### src/rtl/core/assert_macros.svh
// Assertion macros for the RTL of the ETC1 block decoder.
`ifndef ASSERT_MACROS_SVH
`define ASSERT_MACROS_SVH

`ifndef SYNTH
`define ASSERT_RST(lbl, clk, rst_n, prop, msg) \
    lbl: assert property (@(posedge clk) disable iff (!rst_n) prop) else $error(msg);
`define ASSERT_ALWAYS(lbl, clk, prop, msg) \
    lbl: assert property (@(posedge clk) prop) else $error(msg);
`else
`define ASSERT_RST(lbl, clk, rst_n, prop, msg)
`define ASSERT_ALWAYS(lbl, clk, prop, msg)
`endif

`endif

### src/rtl/core/etc1_pkg.sv
// Types, constants and pixel arithmetic for the ETC1 block decoder.
package etc1_pkg;

    localparam int DEF_MAX_TILES = 128;

    typedef enum logic [1:0] {
        CFG_HAS_ALPHA    = 2'd0,
        CFG_PREMULTIPLY  = 2'd1,
        CFG_WIDTH_TILES  = 2'd2,
        CFG_HEIGHT_TILES = 2'd3
    } t_cfg_idx;

    typedef struct packed {
        logic [63:0] alpha_word;
        logic [15:0] index_low_bits;
        logic [15:0] index_sign_bits;
        logic [31:0] color_word;
    } t_in_item;

    typedef struct packed {
        logic [7:0] red;
        logic [7:0] green;
        logic [7:0] blue;
        logic [7:0] alpha;
        logic [9:0] pixel_x;
        logic [9:0] pixel_y;
        logic       last_of_block;
        logic       last_of_image;
    } t_out_item;

    function automatic logic [7:0] mod_val(input logic [2:0] tbl, input logic col);
        logic [7:0] lo;
        logic [7:0] hi;
        case (tbl)
            3'd0: begin lo = 8'd2;  hi = 8'd8;   end
            3'd1: begin lo = 8'd5;  hi = 8'd17;  end
            3'd2: begin lo = 8'd9;  hi = 8'd29;  end
            3'd3: begin lo = 8'd13; hi = 8'd42;  end
            3'd4: begin lo = 8'd18; hi = 8'd60;  end
            3'd5: begin lo = 8'd24; hi = 8'd80;  end
            3'd6: begin lo = 8'd33; hi = 8'd106; end
            default: begin lo = 8'd47; hi = 8'd183; end
        endcase
        return col ? hi : lo;
    endfunction

    function automatic logic [7:0] base_chan(input logic [7:0] chan_byte,
                                             input logic second, input logic diff);
        logic [4:0] b5;
        logic [3:0] n;
        b5 = chan_byte[7:3];
        n  = second ? chan_byte[3:0] : chan_byte[7:4];
        if (diff) begin
            if (second) begin
                b5 = b5 + {chan_byte[2], chan_byte[2], chan_byte[2:0]};
            end
            return {b5, b5[4:2]};
        end
        return {n, n};
    endfunction

    function automatic logic [7:0] apply_mod(input logic [7:0] c, input logic [7:0] m,
                                             input logic neg);
        logic [8:0] sum;
        sum = {1'b0, c} + {1'b0, m};
        if (neg) begin
            return (c >= m) ? (c - m) : 8'd0;
        end
        return sum[8] ? 8'hFF : sum[7:0];
    endfunction

    // Exact floor(x / 255) for any product of two 8-bit values.
    function automatic logic [7:0] div255(input logic [15:0] x);
        logic [16:0] s;
        s = {1'b0, x} + {9'd0, x[15:8]} + 17'd1;
        return s[15:8];
    endfunction

endpackage

### src/rtl/core/etc1_a4_tiled_block_decode_unit.sv
// Top level of the ETC1 block decoder with 4-bit alpha and 8x8 tile walking.
// A block transfer decodes to sixteen pixels, column-major, one per cycle unless stalled.
// A transfer goes to the block register, then its first pixel to the output register.
// Block throughput is set by the single-pixel output register.
// The next block is taken in the cycle its predecessor's last pixel is produced.
// Synchronous active-low reset clears valids and tile counters and loads register defaults.
module etc1_a4_tiled_block_decode_unit #(
    parameter int MAX_TILES = etc1_pkg::DEF_MAX_TILES
) (
    input  logic               i_clk,
    input  logic               i_rst_n,
    input  logic               i_cfg_we,
    input  logic [1:0]         i_cfg_idx,
    input  logic [7:0]         i_cfg_data,
    input  logic               i_in_valid,
    output logic               o_in_stall,
    input  etc1_pkg::t_in_item  i_in_data,
    output logic               o_out_valid,
    input  logic               i_out_stall,
    output etc1_pkg::t_out_item o_out_data
);
    import etc1_pkg::*;
    `include "assert_macros.svh"

    localparam int TILE_W = (MAX_TILES > 1) ? $clog2(MAX_TILES) : 1;
    localparam logic [9:0] MAX_T = 10'(MAX_TILES);

    logic              r_has_alpha;
    logic              r_premultiply;
    logic [7:0]        r_width_tiles;
    logic [7:0]        r_height_tiles;

    logic [1:0]        r_sub_block;
    logic [TILE_W-1:0] r_tile_col;
    logic [TILE_W-1:0] r_tile_row;

    t_in_item          r_blk;
    logic              r_blk_vld;
    logic [3:0]        r_k;
    logic [9:0]        r_bx;
    logic [9:0]        r_by;
    logic              r_last_img;

    t_out_item         r_out;
    logic              r_out_vld;

    logic              out_ld;
    logic              adv;
    logic              in_acc;
    logic [9:0]        wt;
    logic [9:0]        ht;
    logic              last_col;
    logic              last_row;
    logic [12:0]       bx_full;
    logic [12:0]       by_full;
    logic [1:0]        n_sub_block;
    logic [TILE_W-1:0] n_tile_col;
    logic [TILE_W-1:0] n_tile_row;
    t_out_item         n_pix;

    assign out_ld     = !r_out_vld || !i_out_stall;
    assign adv        = r_blk_vld && out_ld;
    assign o_in_stall = r_blk_vld && !(adv && (r_k == 4'd15));
    assign in_acc     = i_in_valid && !o_in_stall;

    // Tile position of the block being taken in.
    always_comb begin
        wt = (r_width_tiles == 8'd0) ? 10'd1 :
             ((10'(r_width_tiles) > MAX_T) ? MAX_T : 10'(r_width_tiles));
        ht = (r_height_tiles == 8'd0) ? 10'd1 :
             ((10'(r_height_tiles) > MAX_T) ? MAX_T : 10'(r_height_tiles));
        last_col = (10'(r_tile_col) + 10'd1) >= wt;
        last_row = (10'(r_tile_row) + 10'd1) >= ht;
        bx_full  = 13'({r_tile_col, r_sub_block[0], 2'b00});
        by_full  = 13'({r_tile_row, r_sub_block[1], 2'b00});
        n_sub_block = r_sub_block + 2'd1;
        n_tile_col  = r_tile_col;
        n_tile_row  = r_tile_row;
        if (r_sub_block == 2'd3) begin
            if (!last_col) begin
                n_tile_col = r_tile_col + TILE_W'(1);
            end else begin
                n_tile_col = '0;
                n_tile_row = last_row ? '0 : (r_tile_row + TILE_W'(1));
            end
        end
    end

    // Decode of the current pixel of the held block.
    always_comb begin
        logic [1:0]  sx;
        logic [1:0]  sy;
        logic        second;
        logic        diff;
        logic [2:0]  tbl;
        logic [7:0]  m;
        logic        neg;
        logic [7:0]  r;
        logic [7:0]  g;
        logic [7:0]  b;
        logic [3:0]  nib;
        logic [7:0]  a;
        sx     = r_k[3:2];
        sy     = r_k[1:0];
        second = r_blk.color_word[0] ? sy[1] : sx[1];
        diff   = r_blk.color_word[1];
        tbl    = second ? r_blk.color_word[4:2] : r_blk.color_word[7:5];
        m      = mod_val(tbl, r_blk.index_low_bits[r_k]);
        neg    = r_blk.index_sign_bits[r_k];
        r = apply_mod(base_chan(r_blk.color_word[31:24], second, diff), m, neg);
        g = apply_mod(base_chan(r_blk.color_word[23:16], second, diff), m, neg);
        b = apply_mod(base_chan(r_blk.color_word[15:8], second, diff), m, neg);
        nib = r_blk.alpha_word[{r_k, 2'b00} +: 4];
        a   = r_has_alpha ? {nib, nib} : 8'hFF;
        if (r_has_alpha && r_premultiply) begin
            r = div255(16'(r) * 16'(a));
            g = div255(16'(g) * 16'(a));
            b = div255(16'(b) * 16'(a));
        end
        n_pix.red           = r;
        n_pix.green         = g;
        n_pix.blue          = b;
        n_pix.alpha         = a;
        n_pix.pixel_x       = r_bx + 10'(sx);
        n_pix.pixel_y       = r_by + 10'(sy);
        n_pix.last_of_block = (r_k == 4'd15);
        n_pix.last_of_image = (r_k == 4'd15) && r_last_img;
    end

    always_ff @(posedge i_clk) begin
        if (!i_rst_n) begin
            r_has_alpha    <= 1'b0;
            r_premultiply  <= 1'b1;
            r_width_tiles  <= 8'd1;
            r_height_tiles <= 8'd1;
        end else if (i_cfg_we) begin
            case (t_cfg_idx'(i_cfg_idx))
                CFG_HAS_ALPHA:    r_has_alpha    <= i_cfg_data[0];
                CFG_PREMULTIPLY:  r_premultiply  <= i_cfg_data[0];
                CFG_WIDTH_TILES:  r_width_tiles  <= i_cfg_data;
                CFG_HEIGHT_TILES: r_height_tiles <= i_cfg_data;
                default:          r_has_alpha    <= r_has_alpha;
            endcase
        end
    end

    always_ff @(posedge i_clk) begin
        if (!i_rst_n) begin
            r_sub_block <= 2'd0;
            r_tile_col  <= '0;
            r_tile_row  <= '0;
            r_blk_vld   <= 1'b0;
            r_k         <= 4'd0;
        end else begin
            if (adv) begin
                r_k <= r_k + 4'd1;
            end
            if (in_acc) begin
                r_blk_vld   <= 1'b1;
                r_sub_block <= n_sub_block;
                r_tile_col  <= n_tile_col;
                r_tile_row  <= n_tile_row;
            end else if (adv && (r_k == 4'd15)) begin
                r_blk_vld <= 1'b0;
            end
        end
    end

    always_ff @(posedge i_clk) begin
        if (in_acc) begin
            r_blk      <= i_in_data;
            r_bx       <= bx_full[9:0];
            r_by       <= by_full[9:0];
            r_last_img <= last_col && last_row && (r_sub_block == 2'd3);
        end
    end

    always_ff @(posedge i_clk) begin
        if (!i_rst_n) begin
            r_out_vld <= 1'b0;
        end else if (out_ld) begin
            r_out_vld <= r_blk_vld;
        end
    end

    always_ff @(posedge i_clk) begin
        if (adv) begin
            r_out <= n_pix;
        end
    end

    assign o_out_valid = r_out_vld;
    assign o_out_data  = r_out;

    `ASSERT_RST(a_img_ends_block, i_clk, i_rst_n, (o_out_valid && o_out_data.last_of_image) |-> o_out_data.last_of_block, "last_of_image without last_of_block")
    `ASSERT_RST(a_k_needs_block, i_clk, i_rst_n, (r_k != 4'd0) |-> r_blk_vld, "pixel count runs without a held block")
    `ASSERT_RST(a_k_wraps, i_clk, i_rst_n, (adv && (r_k == 4'd15)) |=> (r_k == 4'd0), "pixel count does not restart after the last pixel")
    `ASSERT_RST(a_col_range, i_clk, i_rst_n, 10'(r_tile_col) < MAX_T, "tile column beyond the largest image")
    `ASSERT_RST(a_row_range, i_clk, i_rst_n, 10'(r_tile_row) < MAX_T, "tile row beyond the largest image")

endmodule

### config.mk
export PLATFORM = sky130hd
export DESIGN_NAME = etc1_a4_tiled_block_decode_unit
export DESIGN_NICKNAME = d
export VERILOG_FILES = /design/src/rtl/core/etc1_pkg.sv /design/src/rtl/core/etc1_a4_tiled_block_decode_unit.sv
export VERILOG_INCLUDE_DIRS = /design/src /design/src/rtl/core
export SDC_FILE = /design/constraint.sdc
export NUM_CORES = 1
export LEC_CHECK = 0
export BUFFER_PORTS_ARGS = -buffer_cell sky130_fd_sc_hd__buf_2
export CAP_MARGIN = 25
export CELL_PAD_IN_SITES_DETAIL_PLACEMENT = 0
export CELL_PAD_IN_SITES_GLOBAL_PLACEMENT = 1
export CORE_ASPECT_RATIO = 0.5
export CORE_UTILIZATION = 48
export CTS_BUF_LIST = sky130_fd_sc_hd__clkbuf_8 sky130_fd_sc_hd__clkbuf_16
export DETAILED_ROUTE_END_ITERATION = 16
export PLACE_DENSITY_LB_ADDON = 0.1
export SYNTH_ARGS = -nofsm -noshare
export SYNTH_HDL_FRONTEND = slang
export SYNTH_SLANG_ARGS = --single-unit
### constraint.sdc
create_clock -name i_clk -period 14.07 [get_ports i_clk]
set_input_delay 1.407 -clock i_clk [delete_from_list [all_inputs] [get_ports i_clk]]
set_output_delay 1.407 -clock i_clk [all_outputs]
set_load 0.01 [all_outputs]
# --- After elaboration in Yosys (flattened, before gate mapping) ---
# Cells that the tools add are included.
totals:
  output_inout_bits: 56
  register_bits: 239
classes:
  magnitude_cmp: 8
  addsub: 23
  muxes: 47
  n_eq_ne: 11
  n_reduce_logical: 24
  shifts: 1
  multipliers: 3
op_table:
  columns: ["cell", "n"]
  rows:
  - ["8-bit two-way mux", 27]
  - ["64-bit by 7-bit indexed part select with 4-bit output", 1]
  - ["8-bit case mux with 7 select lines", 1]
  - ["16-bit by 1-bit adder with 16-bit output, second input constant", 3]
  - ["16-bit by 8-bit adder with 16-bit output", 3]
  - ["8-bit by 8-bit multiplier with 16-bit output", 3]
  - ["6-bit case mux with 7 select lines", 1]
  - ["8-bit greater-or-equal comparator", 5]
  - ["8-bit by 8-bit adder with 9-bit output", 3]
  - ["8-bit subtractor", 3]
  - ["10-bit by 2-bit adder with 10-bit output", 2]
  - ["7-bit by 1-bit adder with 8-bit output, second input constant", 2]
  - ["8-bit greater-than comparator, second input constant", 2]
  - ["8-bit logical NOT", 2]
  - ["5-bit adder", 3]
  - ["5-bit two-way mux", 3]
  - ["7-bit by 1-bit adder with 7-bit output, second input constant", 2]
  - ["7-bit two-way mux", 2]
  - ["4-bit two-way mux", 3]
  - ["2-bit AND reduction", 5]
  - ["3-bit equality test, second input constant", 3]
  - ["1-bit binary-select mux with 4-bit select", 2]
  - ["1-bit logical AND", 8]
  - ["1-bit two-way mux", 7]
  - ["other kinds (15)", 21]

# --- Depth between registers and ports, before layout ---
# Gate-level depths: netlist of the first run.
logic_depth:
  depth_word: 13
  mapped_depth: 48

# --- Worst setup path after synthesis of the first run ---
# No wires, ideal clock.
synth_path:
  path_kind: "register to register"
  startpoint: "register r_k[1]"
  endpoint: "register r_out, in the netlist o_out_data[45], data pin"
  arrival_ns: 9.788
  path_buffers: 4
  path_stages_with_launch: 41
  period_less_slack_ns: 10.070
  path_slack_ns: 4.000
  required_time_ns: 13.788
  setup_ns: 0.282
  path_cell_list: "dfxtp_1 buf_6 clkbuf_1 buf_1 mux4_2 mux4_2 and2_1 or3_1 ha_1 clkbuf_1 and3b_1 o211ai_1 a21oi_1 o21ai_0 and2_1 a221o_1 a21boi_1 nand2_1 [5 not listed] fa_1 inv_1 ha_1 o21a_1 o21a_1 a21oi_1 nor2b_1 o21ai_0 a21oi_1 xnor2_1 ha_1 nand2_1 or2_2 mux2i_1 a221oi_1 and4bb_1 xnor2_1 mux2i_1"
synth_lines:
  columns: ["element", "line_no", "text"]
  rows:
  - ["from (decl)", "etc1_a4_tiled_block_decode_unit.sv:39", "logic [3:0] r_k;"]
  - ["from (signal assigned)", "etc1_a4_tiled_block_decode_unit.sv:156", "r_k <= r_k + 4'd1;"]
  - ["to (signal assigned)", "etc1_a4_tiled_block_decode_unit.sv:188", "r_out <= n_pix;"]
  - ["to (decl)", "etc1_a4_tiled_block_decode_unit.sv:44", "t_out_item r_out;"]

==> results.toml, run 1 <==
[place]
routabilityCongestion = 0.907
io_buffers = 198
dp_hpwl_mm = 39.0
dp_slack_ns = 2.53

[setup_path]
cp_max_fo = 23
critical_path_class = "reg2reg"
r2r_slack_ns = 2.39
cp.required_ns = 14.34
cp-endpoint = "o_out_data[45]"
worstPathArrival_ns = 11.95
reg2reg_from = "r_k[3]"
timing.rr.end = "o_out_data[45]"
worstSetupStartpoint = "r_k[3]"
start_kind = "flip-flop"
reg2reg_depth = 34
crit_path_end_kind = "flip-flop"
slowest_stage = "dfxtp_1"
cpPeakStageDelay_ns = 0.83

[timing]
worstMarginPinSlew_ns = 0.960
rsz0062_at_grt = "false"
setup_violations = 0
slew_violations = 0
period_minus_slack_ns = 11.68
finClkSkew_ns = 0.0160
maxSlewHeadroom = 0.360
fin_setup_tns_ns = 0
finalCritPeriodShare = 0.830
timing.hold.ws_ns = 0.417
hold_viol_final = 0
max_freq_mhz = 85.6
setup_ws_ns = 2.39

[clock_network]
path_clk_slew_ns = 0.07
cts_tree = "done"
clock_path_buffers = 3
ctsHoldBuffers = 0
ctsRootBufferMaster = "clkbuf_16"
cts_sinks = 235
cts-htree-levels = 1
numCtsBuffers = 24
post_cts_buffers = 0
clock_latency_ns = 0.55
cts-resized-gates = 0

[logic_synthesis]
syn_avg_cell_area_um2 = 9.99
synth-seq-cells = 235
ys_seq_area_frac = 0.333
syn_inst = 1999
yosys_warnings = 0
synth_edf_count = 195
synth_flop_cell = "edfxtp_1"
synthTopCellsByArea = "edfxtp_1 (29%), ha_1 (13%), fa_1 (12%), inv_1 (4.9%), dfxtp_1 (4.0%)"
ys_types = 84
synth_largest_area_cell = "edfxtp_1"
syn_nets = 2468
synth_top_area_share = 0.293
synthArstFlopShare = 0
netlist_area_um2 = 20000

[floorplan]
die_x_um = 290
fp.dieH_um = 146
start_util = 0.490
pin_count = 199
fp.dieArea_um2 = 42500
core.rowCount = 52
coreArea_um2 = 40700

[finish]
drive_above_1_share = 0.147
fin_nets = 2651
area_growth_pct = 12.1
fin_util = 0.549

[global_route]
grt_max_degree = 81
antenna_found_initial = 6
grt.busiest_layer = "met2"
grt_use_met1 = 0.337
grt_usage = 0.236
grt_overflow = 0
grt_pass1_vias = 14654
grt_pass1_wl_mm = 79.6
grt.met2_usage = 0.374
grtUsageMet3 = 0.0454

[routing]
via_per_inst = 5.42
vias = 14883
drt-wirelength-per-cell_um = 18.0
ant_nets = 0
dr.pass1.iters = 5
drc = 0
routed_wl_mm = 49.4
drt_iter0_drc = 1117

[hold_path]
hold_start = "r_bx[4]"
hp-class = "reg2reg"

[run]
cap_violations = 0

[outcome]
status = "finished clean"
==> worst max-delay path, delay by kind of cell (launching register included) <==
family	cells	cell delay, ns
xor+xnor	2	0.64
compound gates	11	3.35
flops	1	0.83
mux	2	0.90
fa+ha+maj	7	3.15
buf+inv	4	0.40
simple gates	8	2.08
==> logic make-up (layout without fill, tap and decap cells) <==
| group | Yosys count | in the layout | synth area share |
|---|---|---|---|
| buf+inv | 328 | 529 | 0.0634 |
| other cells | 0 | 6 | 0 |
| compound gates | 418 | 418 | 0.139 |
| fa+ha+maj | 326 | 326 | 0.248 |
| flops | 235 | 235 | 0.333 |
| mux | 58 | 58 | 0.0481 |
| xor+xnor | 74 | 74 | 0.0328 |
| simple gates | 560 | 560 | 0.135 |
==> cell usage after synthesis, drive strengths merged (29+ instances only) <==
library cell	number
ha	209
a21oi	106
xnor2	42
mux4	29
dfxtp	40
clkbuf	43
nand2b	34
fa	117
a21o	36
edfxtp	195
xor2	32
nand2	177
inv	269
nand3	31
and2	38
nor2	143
o21ai	92
==> worst min-delay path by stage <==
stage	end	cells past startpoint
6_report	o_out_data[16]	0
3_5_place_dp	o_out_data[20]	0
4_1_cts	o_out_data[8]	0
3_3_place_gp	o_out_data[16]	0
2_1_floorplan	o_out_data[10]	0
5_1_grt	o_out_data[16]	0
==> per-layer routing <==
metal / vias up / wire [um]
met1: 7128 / 23600
met3: 58 / 2780
li1: 7365 / -
met5: - / 8
met4: 2 / 930
met2: 330 / 22100
==> flip-flops by register name, indices dropped and copies added (netlist names), 2 cells and up <==
register,flops
r_width_tiles,8
r_blk,128
r_tile_col,7
r_by,8
r_bx,8
r_height_tiles,8
r_sub_block,2
o_out_data,50
r_tile_row,7
r_k,4
==> per-stage QoR <==
| step | cell area (um^2) | instances |
|---|---|---|
| after floorplan | 20000 | 1999 |
| after global placement | 21500 | 2695 |
| after detailed placement | 21500 | 2696 |
| after CTS | 22400 | 2740 |
| after global routing | 22400 | 2745 |
| final | 22400 | 2746 |
==> cell type report <==
class | count | area [um^2]
Multi-Input combinational cell | 1436 | 12100
Fill cell | 3655 | 18400
Sequential cell | 235 | 6660
Inverter | 269 | 1010
Clock buffer | 30 | 694
Clock inverter | 14 | 153
Antenna cell | 6 | 15.0
Tap cell | 540 | 676
Timing Repair Buffer | 216 | 1120
==> cell usage in the layout (no fill, tap or decap), types with 11 or more instances in the layout <==
cell type	synthesis	final
inv_1	259	265
ha_1	209	209
buf_2	4	199
edfxtp_1	195	195
nand2_1	177	177
nor2_1	143	143
fa_1	117	117
a21oi_1	105	105
o21ai_0	68	67
xnor2_1	42	42
dfxtp_1	40	40
and2_1	37	36
a21o_1	36	36
nand2b_1	34	34
xor2_1	31	31
nand3_1	31	31
mux4_2	29	29
nor3_1	28	28
nor2b_1	27	26
clkbuf_16	0	25
mux2i_1	24	24
o21ai_1	24	24
a21boi_0	21	21
o21a_1	20	20
a211oi_1	20	20
buf_4	6	17
o211ai_1	14	14
and3_1	12	12
nor4_1	11	11
o21bai_1	11	11
a31oi_1	11	11
nor3b_1	11	11
or2_2	11	11
Power of run 1 is left out: the tool's default activity adds up to more than one toggle a clock period on the data nets, which glitch-free logic cannot reach.
==> run 2, diff against run 1 <==
==> constraint.sdc (replaced) <==
create_clock -name i_clk -period 11.2 [get_ports i_clk]
set_input_delay 1.12 -clock i_clk [delete_from_list [all_inputs] [get_ports i_clk]]
set_output_delay 1.12 -clock i_clk [all_outputs]
set_load 0.01 [all_outputs]
==> results.toml, run 2 (synthesis gave the netlist of run 1 again) <==
[clock_network]
clock_latency_ns = 0.55
clock_path_buffers = 3
cts-htree-levels = 1
cts_tree = "done"
ctsRootBufferMaster = "clkbuf_16"
numCtsBuffers = 24
cts_sinks = 235
path_clk_slew_ns = 0.06
cts-resized-gates = 0
post_cts_buffers = 0
ctsHoldBuffers = 0

[setup_path]
start_kind = "flip-flop"
slowest_stage = "dfxtp_1"
cp_max_fo = 21
r2r_slack_ns = 0.74
timing.rr.end = "o_out_data[46]"
cpPeakStageDelay_ns = 0.55
crit_path_frequent_cell = "nand2_1"
reg2reg_depth = 37
cp.required_ns = 11.58
worstPathArrival_ns = 10.84
reg2reg_from = "r_k[1]"
critical_path_class = "reg2reg"
crit_path_end_kind = "flip-flop"

[hold_path]
hold_end = "o_out_data[21]"
hp-class = "reg2reg"
hold_start = "r_bx[9]"
hold_depth = 0

[routing]
dr.pass1.iters = 5
routed_wl_mm = 49.0
via_per_inst = 5.43
vias = 14997
ant_nets = 0
drt-wirelength-per-cell_um = 17.8
drc = 0
drt_iter0_drc = 849

[finish]
regMostFlops = "r_blk"
final_common_cell = "inv_1"
fin_nets = 2669
finalNonFillerCells = 2760
final_cell_mix = "inv_1 (261), ha_1 (209), buf_2 (198), edfxtp_1 (195), nand2_1 (177)"
area_growth_pct = 13.0
largest_register_ffs = 128
postLayoutCellArea_um2 = 22600
drive_above_1_share = 0.159

[timing]
slew_violations = 0
maxSlewHeadroom = 0.327
max_freq_mhz = 95.6
worstMarginPinSlew_ns = 1.01
setup_violations = 0
timing.hold.ws_ns = 0.417
finalCritPeriodShare = 0.934
period_minus_slack_ns = 10.46
fin_setup_tns_ns = 0
rsz0062_at_grt = "false"
finClkSkew_ns = 0.0134
hold_viol_final = 0

[place]
place_area_um2 = 21700
placed_cells = 2714
routabilityCongestion = 0.918
dp_hpwl_mm = 39.1
io_buffers = 198

[global_route]
antenna_found_initial = 3
grt_max_degree = 81
grt_usage = 0.234
grt_pass1_vias = 14769
grt_pass1_wl_mm = 79.2
grt_overflow = 0

[floorplan]
pin_count = 199
start_util = 0.490
die_x_um = 290
fp.dieH_um = 146
coreArea_um2 = 40700
fp.dieArea_um2 = 42500
core.rowCount = 52

[outcome]
status = "finished clean"

[run]
cap_violations = 0
run 2: per-stage QoR:
stage,util,setup WS [ns]
floorplan,-,1.13
global placement,0.532,0.436
detailed placement,0.532,0.369
CTS,0.553,0.323
global route,0.554,0.0293
finish,0.554,0.738
run 2: cell type report:
cell class              instances  area, um^2
flip-flops and latches        235        6660
diodes                          2        5.00
well taps                     540         676
inverters                     269        1010
multi-input cells            1436       12100
clock buffers                  30         683
repair buffers                234        1260
clock inverters                14         176
fillers                      3684       18200
run 2: layer usage:
layer  GRT usage  share of wire  vias up
met5           0        0.00027        -
met4      0.0457          0.017        2
met3      0.0390          0.059       58
met2       0.372           0.44      359
met1       0.339           0.48     7167
li1            -              -     7411
run 2: worst max path at each step:
stage	from	to	slack, ns	cells past startpoint
floorplan	r_k[1]	o_out_data[45]	1.13	40
global placement	r_k[0]	o_out_data[52]	0.44	33
detailed placement	r_k[0]	o_out_data[46]	0.37	34
CTS	r_k[0]	o_out_data[46]	0.32	34
global route	r_k[0]	o_out_data[36]	0.03	38
finish	r_k[1]	o_out_data[46]	0.74	37
run 2: worst max-delay path: cells and delay by family, from the launching register on:
kind / cells / cell delay, ns
AO/OA/AOI/OAI: 12 / 2.97
buffers and inverters: 5 / 0.70
flip-flops: 1 / 0.55
adder cells (fa/ha/maj): 7 / 3.16
AND/OR/NAND/NOR: 12 / 2.54
XOR/XNOR: 1 / 0.36
Power of run 2 is left out for the same reason.
==> run 3, diff against run 2 <==
--- a/config.mk
+++ b/config.mk
@@ -11,10 +11,11 @@
 export CELL_PAD_IN_SITES_DETAIL_PLACEMENT = 0
 export CELL_PAD_IN_SITES_GLOBAL_PLACEMENT = 1
 export CORE_ASPECT_RATIO = 0.5
-export CORE_UTILIZATION = 48
+export CORE_UTILIZATION = 52
 export CTS_BUF_LIST = sky130_fd_sc_hd__clkbuf_8 sky130_fd_sc_hd__clkbuf_16
 export DETAILED_ROUTE_END_ITERATION = 16
 export PLACE_DENSITY_LB_ADDON = 0.1
+export SETUP_SLACK_MARGIN = 0.2
 export SYNTH_ARGS = -nofsm -noshare
 export SYNTH_HDL_FRONTEND = slang
 export SYNTH_SLANG_ARGS = --single-unit
==> constraint.sdc (replaced) <==
create_clock -name i_clk -period 12.2 [get_ports i_clk]
set_input_delay 1.22 -clock i_clk [delete_from_list [all_inputs] [get_ports i_clk]]
set_output_delay 1.22 -clock i_clk [all_outputs]
set_load 0.01 [all_outputs]
==> results.toml, run 3 (synthesis gave the netlist of run 1 again) <==
[clock_network]
clock_path_buffers = 3
cts_sinks = 235
ctsHoldBuffers = 0
numCtsBuffers = 24
cts-resized-gates = 0
ctsRootBufferMaster = "clkbuf_16"
cts_tree = "done"
cts-htree-levels = 1
clock_latency_ns = 0.56
path_clk_slew_ns = 0.06
post_cts_buffers = 0

[timing]
hold_viol_final = 0
worstMarginPinSlew_ns = 1.03
rsz0062_at_grt = "false"
maxSlewHeadroom = 0.316
finalCritPeriodShare = 0.905
max_freq_mhz = 90.5
timing.hold.ws_ns = 0.419
finClkSkew_ns = 0.00989
slew_violations = 0
period_minus_slack_ns = 11.05
setup_violations = 0
fin_setup_tns_ns = 0

[floorplan]
fp.dieH_um = 141
fp.dieArea_um2 = 39200
coreArea_um2 = 37600
pin_count = 199
core.rowCount = 50
start_util = 0.531
die_x_um = 279

[setup_path]
cp.required_ns = 12.60
start_kind = "flip-flop"
cpPeakStageDelay_ns = 0.76
crit_path_frequent_cell = "fa_1"
slowest_stage = "mux2i_1"
crit_path_end_kind = "flip-flop"
worstPathArrival_ns = 11.44
critical_path_class = "reg2reg"
cp_max_fo = 23

[routing]
dr.pass1.iters = 5
ant_nets = 0
routed_wl_mm = 48.3
via_per_inst = 5.45
vias = 14868
drt_iter0_drc = 1023
drt-wirelength-per-cell_um = 17.7
drc = 0

[place]
io_buffers = 198
dp_hpwl_mm = 38.1
routabilityCongestion = 0.923

[global_route]
antenna_found_initial = 8
grt_usage = 0.251
grt_pass1_vias = 14613
grt_max_degree = 83
grt_overflow = 0
grt_pass1_wl_mm = 77.5

[finish]
area_growth_pct = 11.8
largest_register_ffs = 128
final_common_cell = "inv_1"
regMostFlops = "r_blk"
fin_nets = 2654
drive_above_1_share = 0.148
final_cell_mix = "inv_1 (265), ha_1 (209), buf_2 (198), edfxtp_1 (195), nand2_1 (177)"

[run]
cap_violations = 0

[hold_path]
hp-class = "reg2reg"

[outcome]
status = "finished clean"
run 3: cell count changes in the layout (fill, tap and decap cells not counted), sizes merged:
cell      previous run  this run
clkinvlp             1         0
bufinv               3         1
diode                2         7
clkbuf              30        27
inv                273       279
buf                234       219
run 3: path summary, 6_finish.rpt:
kind / start / end / slack, ns / cells past startpoint
max: r_k[1] / o_out_data[46] / 1.15 / 38
min: r_by[5] / o_out_data[7] / 0.42 / 0
max reg2reg: r_k[1] / o_out_data[46] / 1.15 / 38
min reg2reg: r_by[5] / o_out_data[7] / 0.42 / 0
run 3: final cells by class:
type	instances	area, um^2
fill	3309	15300
multi-input combinational	1436	12100
sequential	235	6660
timing repair buffer	219	1150
inverter	269	1010
tap	520	651
clock buffer	27	642
clock inverter	17	149
antenna	7	17.5
run 3: stage by stage:
stage          setup WS, ns   util  instance area [um^2]  std cells
4_1_cts                1.23  0.593                 22300       2723
5_1_grt               0.440  0.594                 22300       2730
2_1_floorplan          2.13      -                 20000       1999
3_3_place_gp           1.40  0.572                 21500       2679
6_report               1.15  0.594                 22300       2730
3_5_place_dp           1.28  0.572                 21500       2679
run 3: critical path, delay by kind of cell, from the launching register on:
family	cells	cell delay, ns
AND/OR/NAND/NOR	7	1.42
XOR/XNOR	2	0.66
AO/OA/AOI/OAI	14	3.62
adder cells (fa/ha/maj)	8	3.37
flip-flops	1	0.31
multiplexers	1	0.76
buffers and inverters	6	0.73
run 3: layer usage:
metal  vias to the layer above  GRT usage  routed length (um)  share of wire
met3                        56     0.0429                2950          0.061
met5                         -          0                   8        0.00017
met4                         2     0.0549                 922          0.019
met1                      7102      0.365               23100           0.48
met2                       349      0.392               21400           0.44
li1                       7359          -                   -              -
Power of run 3 is left out for the same reason.
